## config.mk

```make
export PLATFORM = sky130hd
export DESIGN_NAME = rotary_encoder_param_adjust
export DESIGN_NICKNAME = d
export VERILOG_FILES = /design/src/rtl/rep_pkg.sv /design/src/rtl/rotary_encoder_param_adjust.sv /design/src/rtl/rep_decoder.sv /design/src/rtl/rep_param.sv
export SDC_FILE = /design/constraint.sdc
export NUM_CORES = 1
export LEC_CHECK = 0
export ABC_AREA = 1
export BUFFER_PORTS_ARGS = -buffer_cell sky130_fd_sc_hd__buf_2
export CORE_MARGIN = 2
export CORE_UTILIZATION = 25
export CTS_CLUSTER_DIAMETER = 150
export CTS_CLUSTER_SIZE = 16
export DETAILED_ROUTE_END_ITERATION = 16
export PLACE_DENSITY = 0.49
export SLEW_MARGIN = 20
export SYNTH_ARGS = -nofsm -noshare
export SYNTH_HDL_FRONTEND = slang
export SYNTH_SLANG_ARGS = --single-unit
```

## constraint.sdc

```tcl
create_clock -name clk_i -period 3.1 [get_ports clk_i]
set_clock_uncertainty 0.2 [all_clocks]
set_input_delay 0.465 -clock clk_i [delete_from_list [all_inputs] [get_ports clk_i]]
set_output_delay 0.465 -clock clk_i [all_outputs]
set_load 0.05 [all_outputs]
```

## src/rtl/rep_pkg.sv

```systemverilog
// Shared types and constants for the rotary encoder parameter adjuster.
`default_nettype none

package rep_pkg;

  // Full history patterns that mark one detent, the button history levels and the pin-pair mask.
  localparam logic [7:0] SeqRight  = 8'b11100001;
  localparam logic [7:0] SeqLeft   = 8'b11010010;
  localparam logic [7:0] BtnAllHigh = 8'b11111111;
  localparam logic [7:0] BtnAllLow  = 8'b00000000;
  localparam logic [1:0] PairMask  = 2'b11;

  // Reset values of the configuration registers.
  localparam logic [31:0] StepReset = 32'd1;
  localparam logic [31:0] MinReset  = 32'd0;
  localparam logic [31:0] MaxReset  = 32'd100;

  typedef enum logic [1:0] {
    TURN_NONE  = 2'd0,
    TURN_RIGHT = 2'd1,
    TURN_LEFT  = 2'd2
  } turn_e;

  typedef enum logic [1:0] {
    CFG_STEP = 2'd0,
    CFG_MIN  = 2'd1,
    CFG_MAX  = 2'd2
  } cfg_idx_e;

  typedef enum logic {
    ACT_SAMPLE = 1'b0,
    ACT_LOAD   = 1'b1
  } action_e;

  typedef struct packed {
    logic        action;
    logic        pin_a;
    logic        pin_b;
    logic        button_pin;
    logic [31:0] load_value;
  } in_word_t;

  typedef struct packed {
    logic [31:0] param_out;
    logic [1:0]  turn;
    logic        button_pressed;
  } out_word_t;

  // Status handed from the pin decoder to the parameter unit.
  typedef struct packed {
    turn_e turn;
    logic  pressed;
  } enc_status_t;

endpackage

`default_nettype wire

```

## src/rtl/rotary_encoder_param_adjust.sv

```systemverilog
// Top level: input register, decode and adjust logic, result register.
// An accepted input word passes through the input register and then the result register.
// Throughput: one word per cycle while the result register is not stalled; the state
// update is a combinational path from the input register through the compare and add to the state.
// Reset clears the histories, the button flag and the parameter to zero and
// sets step to 1, min to 0 and max to 100; configuration is taken any cycle.
`default_nettype none

module rotary_encoder_param_adjust import rep_pkg::*; (
  input  wire logic        clk_i,
  input  wire logic        rst_ni,
  input  wire logic        cfg_we_i,
  input  wire logic [1:0]  cfg_idx_i,
  input  wire logic [31:0] cfg_data_i,
  input  wire logic        in_valid_i,
  output logic             in_stall_o,
  input  wire in_word_t    in_word_i,
  output logic             out_valid_o,
  input  wire logic        out_stall_i,
  output out_word_t        out_word_o
);

  logic [31:0] step_q, min_q, max_q;
  logic        s1_valid_q;
  in_word_t    s1_word_q;
  logic        out_valid_q;
  out_word_t   out_word_q;
  logic        advance;
  enc_status_t status;
  logic [31:0] param_next;

  // Configuration registers.
  always_ff @(posedge clk_i or negedge rst_ni) begin
    if (!rst_ni) begin
      step_q <= StepReset;
      min_q  <= MinReset;
      max_q  <= MaxReset;
    end else if (cfg_we_i) begin
      unique case (cfg_idx_i)
        CFG_STEP: step_q <= cfg_data_i;
        CFG_MIN:  min_q  <= cfg_data_i;
        CFG_MAX:  max_q  <= cfg_data_i;
        default:  ;
      endcase
    end
  end

  // The held word moves on when the result register is free or being drained.
  assign advance    = s1_valid_q && (!out_valid_q || !out_stall_i);
  assign in_stall_o = s1_valid_q && !advance;

  // Input register.
  always_ff @(posedge clk_i or negedge rst_ni) begin
    if (!rst_ni) begin
      s1_valid_q <= 1'b0;
    end else if (!in_stall_o) begin
      s1_valid_q <= in_valid_i;
    end
  end

  always_ff @(posedge clk_i) begin
    if (!in_stall_o && in_valid_i) begin
      s1_word_q <= in_word_i;
    end
  end

  rep_decoder u_decoder (
    .clk_i    (clk_i),
    .rst_ni   (rst_ni),
    .en_i     (advance),
    .word_i   (s1_word_q),
    .status_o (status)
  );

  rep_param u_param (
    .clk_i        (clk_i),
    .rst_ni       (rst_ni),
    .en_i         (advance),
    .action_i     (s1_word_q.action),
    .load_value_i (s1_word_q.load_value),
    .turn_i       (status.turn),
    .step_i       (step_q),
    .min_i        (min_q),
    .max_i        (max_q),
    .param_o      (param_next)
  );

  // Result register.
  always_ff @(posedge clk_i or negedge rst_ni) begin
    if (!rst_ni) begin
      out_valid_q <= 1'b0;
    end else if (advance) begin
      out_valid_q <= 1'b1;
    end else if (!out_stall_i) begin
      out_valid_q <= 1'b0;
    end
  end

  always_ff @(posedge clk_i) begin
    if (advance) begin
      out_word_q.param_out      <= param_next;
      out_word_q.turn           <= status.turn;
      out_word_q.button_pressed <= status.pressed;
    end
  end

  assign out_valid_o = out_valid_q;
  assign out_word_o  = out_word_q;

endmodule

`default_nettype wire

```

## src/rtl/rep_decoder.sv

```systemverilog
// Quadrature history, turn detection and button debounce state.
`default_nettype none

module rep_decoder import rep_pkg::*; (
  input  wire logic        clk_i,
  input  wire logic        rst_ni,
  input  wire logic        en_i,
  input  wire in_word_t    word_i,
  output enc_status_t      status_o
);

  logic [7:0] enc_hist_q, enc_hist_d;
  logic [7:0] btn_hist_q, btn_hist_d;
  logic       pressed_q, pressed_d;
  logic [1:0] pair;

  assign pair = {word_i.pin_b, word_i.pin_a};

  // Next state of both histories and the turn seen this word.
  always_comb begin
    enc_hist_d      = enc_hist_q;
    btn_hist_d      = btn_hist_q;
    pressed_d       = pressed_q;
    status_o.turn   = TURN_NONE;
    if (word_i.action == ACT_SAMPLE) begin
      if (pair != (enc_hist_q[1:0] & PairMask)) begin
        if (enc_hist_q == SeqRight) begin
          status_o.turn = TURN_RIGHT;
        end else if (enc_hist_q == SeqLeft) begin
          status_o.turn = TURN_LEFT;
        end
        enc_hist_d = {enc_hist_q[5:0], pair};
      end
      if (btn_hist_q == BtnAllLow) begin
        pressed_d = 1'b1;
      end else if (btn_hist_q == BtnAllHigh) begin
        pressed_d = 1'b0;
      end
      btn_hist_d = {btn_hist_q[6:0], word_i.button_pin};
    end
    status_o.pressed = pressed_d;
  end

  // State advances only when a word is processed.
  always_ff @(posedge clk_i or negedge rst_ni) begin
    if (!rst_ni) begin
      enc_hist_q <= '0;
      btn_hist_q <= '0;
      pressed_q  <= 1'b0;
    end else if (en_i) begin
      enc_hist_q <= enc_hist_d;
      btn_hist_q <= btn_hist_d;
      pressed_q  <= pressed_d;
    end
  end

endmodule

`default_nettype wire

```

## src/rtl/rep_param.sv

```systemverilog
// Held parameter with wrap-around adjust and load.
`default_nettype none

module rep_param import rep_pkg::*; (
  input  wire logic        clk_i,
  input  wire logic        rst_ni,
  input  wire logic        en_i,
  input  wire logic        action_i,
  input  wire logic [31:0] load_value_i,
  input  wire turn_e       turn_i,
  input  wire logic [31:0] step_i,
  input  wire logic [31:0] min_i,
  input  wire logic [31:0] max_i,
  output logic [31:0]      param_o
);

  logic [31:0] param_q, param_d;

  // Right adds or wraps to min, left subtracts or wraps to max.
  always_comb begin
    param_d = param_q;
    if (action_i == ACT_LOAD) begin
      param_d = load_value_i;
    end else begin
      case (turn_i)
        TURN_RIGHT: param_d = (param_q < max_i) ? param_q + step_i : min_i;
        TURN_LEFT:  param_d = (param_q > min_i) ? param_q - step_i : max_i;
        default:    param_d = param_q;
      endcase
    end
  end

  assign param_o = param_d;

  always_ff @(posedge clk_i or negedge rst_ni) begin
    if (!rst_ni) begin
      param_q <= '0;
    end else if (en_i) begin
      param_q <= param_d;
    end
  end

endmodule

`default_nettype wire

```

# After elaboration in Yosys (flattened, before gate mapping)
# Cells that the tools add are included.
totals:
  word_cells: 59
  register_bits: 218
op_classes:
  add_sub_neg: 2
  reduce_logical: 15
  n_mux: 13
  n_eq_ne: 9
  n_lt_le_gt_ge: 2
  n_bitwise: 1
op_table:
  columns: ["operator", "n"]
  rows:
  - ["$mux W32", 3]
  - ["$pmux W32 S2", 1]
  - ["$add A32 B32 Y32", 1]
  - ["$gt A32 B32 Y1", 1]
  - ["$lt A32 B32 Y1", 1]
  - ["$sub A32 B32 Y32", 1]
  - ["$eq A8 B8 Y1 const B", 3]
  - ["$logic_not A8 Y1", 1]
  - ["$mux W2", 4]
  - ["$reduce_and A2 Y1", 4]
  - ["$mux W1", 5]
  - ["$eq A2 B1 Y1 const B", 2]
  - ["$eq A2 B2 Y1 const B", 2]
  - ["$logic_not A1 Y1", 4]
  - ["$logic_and A1 B1 Y1", 3]
  - ["$reduce_and A3 Y1", 1]
  - ["$logic_not A2 Y1", 1]
  - ["$ne A2 B1 Y1 const B", 1]
  - ["$ne A2 B2 Y1", 1]
  - ["$logic_or A1 B1 Y1", 1]
  - ["$not A1 Y1", 1]

# Longest topological paths before layout
depth:
  ltp_word: 8
  ltp_mapped: 22
  depth_no_buf: 21

# By module
# A second synthesis with hierarchy kept.
hier_totals:
  cells_unflattened: 2422
  hier_area_um2: 16671.0
modules_own_cells:
  columns: ["module", "area_each_um2", "cells_each", "instances"]
  rows:
  - ["rep_param", 9613.0, 1805, 1]
  - ["rotary_encoder_param_adjust", 6227.2, 511, 1]
  - ["rep_decoder", 830.8, 106, 1]

# Least setup slack after synthesis
# OpenSTA, ideal clock, no wires.
synth_path:
  kind: "reg2reg"
  from: "register out_valid_q, in the netlist out_valid_o"
  to: "register s1_word_q[0] in the netlist's numbering, enable pin"
  required_time_ps: 2479
  setup_time_ps: 421
  arrival_ps: 2103
  path_stages_with_launch: 6
  setup_slack_ps: 376
  n_path_buf: 0
  cell_sequence: "dfrtp_1 -> nand2_1 -> nor2_1 -> inv_1 -> nand2_1 -> inv_1"
synth_via:
  elab_chain_cells: 7
synth_rtl:
  columns: ["element", "line", "text"]
  rows:
  - ["start, declared", "rotary_encoder_param_adjust.sv:26", "logic out_valid_q;"]
  - ["start signal, assigned", "rotary_encoder_param_adjust.sv:91", "out_valid_q <= 1'b0;"]
  - ["start signal, assigned", "rotary_encoder_param_adjust.sv:93", "out_valid_q <= 1'b1;"]
  - ["start signal, assigned", "rotary_encoder_param_adjust.sv:95", "out_valid_q <= 1'b0;"]
  - ["$logic_not A1 Y1", "rotary_encoder_param_adjust.sv:49", "assign advance = s1_valid_q && (!out_valid_q || !out_stall_i);"]
  - ["$logic_or A1 B1 Y1", "rotary_encoder_param_adjust.sv:49", null]
  - ["$logic_and A1 B1 Y1", "rotary_encoder_param_adjust.sv:49", null]
  - ["$logic_not A1 Y1", "rotary_encoder_param_adjust.sv:50", "assign in_stall_o = s1_valid_q && !advance;"]
  - ["$logic_and A1 B1 Y1", "rotary_encoder_param_adjust.sv:50", null]
  - ["via in_stall_o", "rotary_encoder_param_adjust.sv:16", "output logic in_stall_o,"]
  - ["$logic_not A1 Y1", "rotary_encoder_param_adjust.sv:62", "if (!in_stall_o && in_valid_i) begin"]
  - ["$logic_and A1 B1 Y1", "rotary_encoder_param_adjust.sv:62", null]
  - ["end signal, assigned", "rotary_encoder_param_adjust.sv:63", "s1_word_q <= in_word_i;"]
  - ["end, declared", "rotary_encoder_param_adjust.sv:25", "in_word_t s1_word_q;"]
# The timed path passes the listed nets, and every way through them passes these cells.
# A chain may end at the register's enable or synchronous reset.

# Worst setup path in the final report
layout_path:
  from: "register u_param.param_q[25]"
  to: "register out_word_q, in the netlist out_word_o[34], data pin"
layout_via:
  elab_chain_cells: 4
  elab_cells_between_ends: 8
  classes_between: "add/sub: 2; order compare: 2; mux: 4"
layout_rtl:
  columns: ["element", "line", "text"]
  rows:
  - ["start, declared", "rep_param.sv:17", "logic [31:0] param_q, param_d;"]
  - ["start signal, assigned", "rep_param.sv:39", "param_q <= param_d;"]
  - ["$sub A32 B32 Y32 (tied with other cells)", "rep_param.sv:27", "TURN_LEFT: param_d = (param_q > min_i) ? param_q - step_i : max_i;"]
  - ["$mux W32, on equally long branches", "rep_param.sv:27, rep_param.sv:26", null]
  - ["$pmux W32 S2 (*)", "rep_param.sv:25", "case (turn_i)"]
  - ["$mux W32 (*)", "rep_param.sv:22", "if (action_i == ACT_LOAD) begin"]
  - ["via param_next[31]", "rotary_encoder_param_adjust.sv:30", "logic [31:0] param_next;"]
  - ["end, declared", "rotary_encoder_param_adjust.sv:27", "out_word_t out_word_q;"]
# Mark *: on every way through the listed nets, which the timed path passes. The rest lies on a longest branch.

==> results.md <==
* Status: finished clean
* Peak Freq at 333 MHz
* Fin crit share at 0.969
* Root buf cell: clkbuf_16
* Core area at 0.0631 mm^2
* Tmin final at 3.00 ns
* Area growth syn-to-layout at 20.3%
* Relative slew slack at 0.366
* Critical path launch point type: register
* Number of synthesized register bits at 218
* Ant. Diodes at 0
* Nets at 2737
* Register area share after synthesis at 0.365
* Max FO, Critical Path at 32
* Synth cell types at 37
* Switching share of power at 0.488
* Power Dens Cells at 762 mW/mm^2
* Largest cells by area after synthesis: dfrtp_1, nand2_1, edfxtp_1
* Power share of the sequential group at 0.274
* Switching Power at 7.14 mW
* Finished Layout Cells at 3390
* VDD IR max at 498 uV
* Most used DFF post-synth: dfrtp_1
* Unrepaired setup endpoints after global routing: yes
* Starting DRC count in detailed routing at 1320
* Hpwl dp at 46100 um
* Die area at 0.0658 mm^2
* Clk pwr share at 0.147
* Grt ovf at 0
* GPL Wtd Cong at 0.993
* Max_cap viols at 0
* Initial antenna violation count at 1
* Port bufs at 111
* Filler Cells Inserted at 7056
* Total CTS buffers at 17
* Area of the multi-input gates at 0.00853 mm^2
* Hold Crit Class: input pin to register
* P_leak at 9.98 nW
* Setup WS pre-CTS at -0.0733 ns
* # setup viols final at 0
* Placed Instances at 3312
* CP required at 3.16 ns
* Number of global-route vias before repair at 15390
* Crit path kind: register to register
* Die Ht at 257 um
* Post-Syn Area per Cell at 6.78 um^2
* Synth area leader: dfrtp_1
* CTS Buffer Depth at 3
* TritonCTS clock tree: yes
* Via count at 15613
* Starting density of the core at 0.253
* Int Power at 7.48 mW
* I/O pin count at 112
* Chip width at 257 um
* DRT Pass-1 Iters at 6
* Post-route antenna net violation count at 0
* DRC viols at 0
* Worst slew pin tran at 0.951 ns
* Pin count of the biggest net entering global routing at 70
* Total Power at 14.6 mW
* Synth cell count leaders: nand2_1, inv_1, nand3_1, nor2_1, dfrtp_1
* Syn_nets at 2554
* Routed len/inst at 17.3 um
* Later-pin clock latency in the skew report at 0.53 ns
* Global-route wire length before repair at 90100 um
* Slew Viols, Final at 0
* Reg clk slew, reported paths at 0.08 ns
* Yosys warns at 0
* Vias per cell at 4.61
* Clk sinks at 218
* Final WL at 58600 um
* Final Util at 0.304
* H-tree levels at 1
* Final Hold Viols at 0
* CP arrival at 3.07 ns
* Synth Cell Area at 0.0159 mm^2
* FF/Latch Area at 0.00583 mm^2
* Top-count cell post-synth: nand2_1
* FP Rows at 92
* Number of synthesized flops with an enable pin at 71
* Ys async rst share at 0.674
* Crit. End Element: register
* Share of post-route cells with drive strength above 1 at 0.127
* Total global routing track utilization at 0.174
* Top-area cell type share of the netlist area at 0.224
* Gate power share at 0.579
* Final setup margin at 0.0970 ns
* Syn Inst Count at 2350
## cells in the final DEF, fill, tap and decap left out, drive strengths merged, types with 7 or more instances in the layout
cell type    synthesis  layout
inv                371     372
clkbuf              41      30
nor2               169     169
nand4               20      20
nor3                17      17
a21oi               73      73
o21bai               8       8
nand3              184     184
dlygate4sd3          0      40
xor2                23      23
xnor2                7       7
edfxtp              71      71
ha                 127     127
dfrtp              143     143
nand2              893     893
o21ai              130     130
buf                 43     206
## cell families after synthesis
family | synth area share
XOR/XNOR | 0.0165
AND/OR/NAND/NOR | 0.331
AO/OA/AOI/OAI | 0.0715
adder cells (fa/ha/maj) | 0.102
flip-flops | 0.365
buffers and inverters | 0.114
## worst max-delay path: stages, from the launching register on
cell and delay [ns]:
dfrtp_2 0.49, buf_4 0.17, ha_1 0.28, a21oi_1 0.13
o21ai_0 0.10, nand2_1 0.17, nand2_1 0.09, a21oi_2 0.24
nand2_1 0.14, buf_12 0.20, nand2_1 0.12, nand2_1 0.06
nand2_1 0.07, nand3_2 0.12, nand2_1 0.09, nand2_1 0.06
## power by group through the flow
stage	registers (mW)	clock network (mW)	logic [mW]
finish	4.01	2.16	8.46
global route	4.07	2.34	9.39
CTS	3.99	2.26	8.02
detailed placement	4.04	0	7.90
global placement	4.03	0	7.93
floorplan	4.15	0	4.88
## routing by layer
layer | part of all wire | wire length [um] | global-route usage | up-vias
li1 | - | - | - | 7672
met3 | 0.053 | 3100 | 0.0191 | 66
met1 | 0.48 | 28200 | 0.252 | 7415
met2 | 0.44 | 25900 | 0.276 | 458
met4 | 0.024 | 1390 | 0.0438 | 2
met5 | 0.00022 | 13 | 0 | -
## sequential cells by signal, summed over array words and instances (netlist names)
name / count
u_decoder.enc_hist_q: 8
out_word_o: 35
max_q: 32
u_param.param_q: 32
step_q: 32
u_decoder.pressed_q: 1
out_valid_o: 1
u_decoder.btn_hist_q: 8
s1_valid_q: 1
s1_word_q: 36
min_q: 32
## metrics by stage
step	cell area [um^2]	TNS (ns)	hold WS, ns
after floorplan	15900	0	-0.0306
after global placement	17900	-0.543	0.243
after detailed placement	17900	-0.204	0.240
after CTS	18900	0	0.0130
after global routing	19200	-0.117	0.0359
final	19200	0	0.0286
## repair_timing
action	CTS	global route
endpoints found under the setup margin	8	64
hold buffers	40	0
buffers inserted	0	6
pin swaps	0	4
endpoints found under the hold margin	100	0
cloned	0	2
gates resized for setup	7	68
## worst paths after layout
check	from	endpoint	slack, ns	cells after the start
setup / recovery	u_param.param_q[25]	out_word_o[34]	0.1	15
hold / removal	cfg_data_i[5]	max_q[5]	0.03	3
setup reg to reg	u_param.param_q[25]	out_word_o[34]	0.1	15
hold reg to reg	s1_word_q[32]	u_decoder.btn_hist_q[0]	0.25	2
max in group asynchronous	rst_ni	max_q[2]	1.55	3
min in group asynchronous	rst_ni	step_q[29]	0.35	2
## cell type report
| type | instances | share of cell area |
|---|---|---|
| clock buffers | 28 | 0.0243 |
| clock inverters | 2 | 0.000913 |
| inverters | 371 | 0.0726 |
| multi-input cells | 1677 | 0.445 |
| flip-flops and latches | 218 | 0.304 |
| well taps | 846 | 0.0552 |
| repair buffers | 248 | 0.0983 |
No activity file was read; power rests on OpenSTA's default activity.
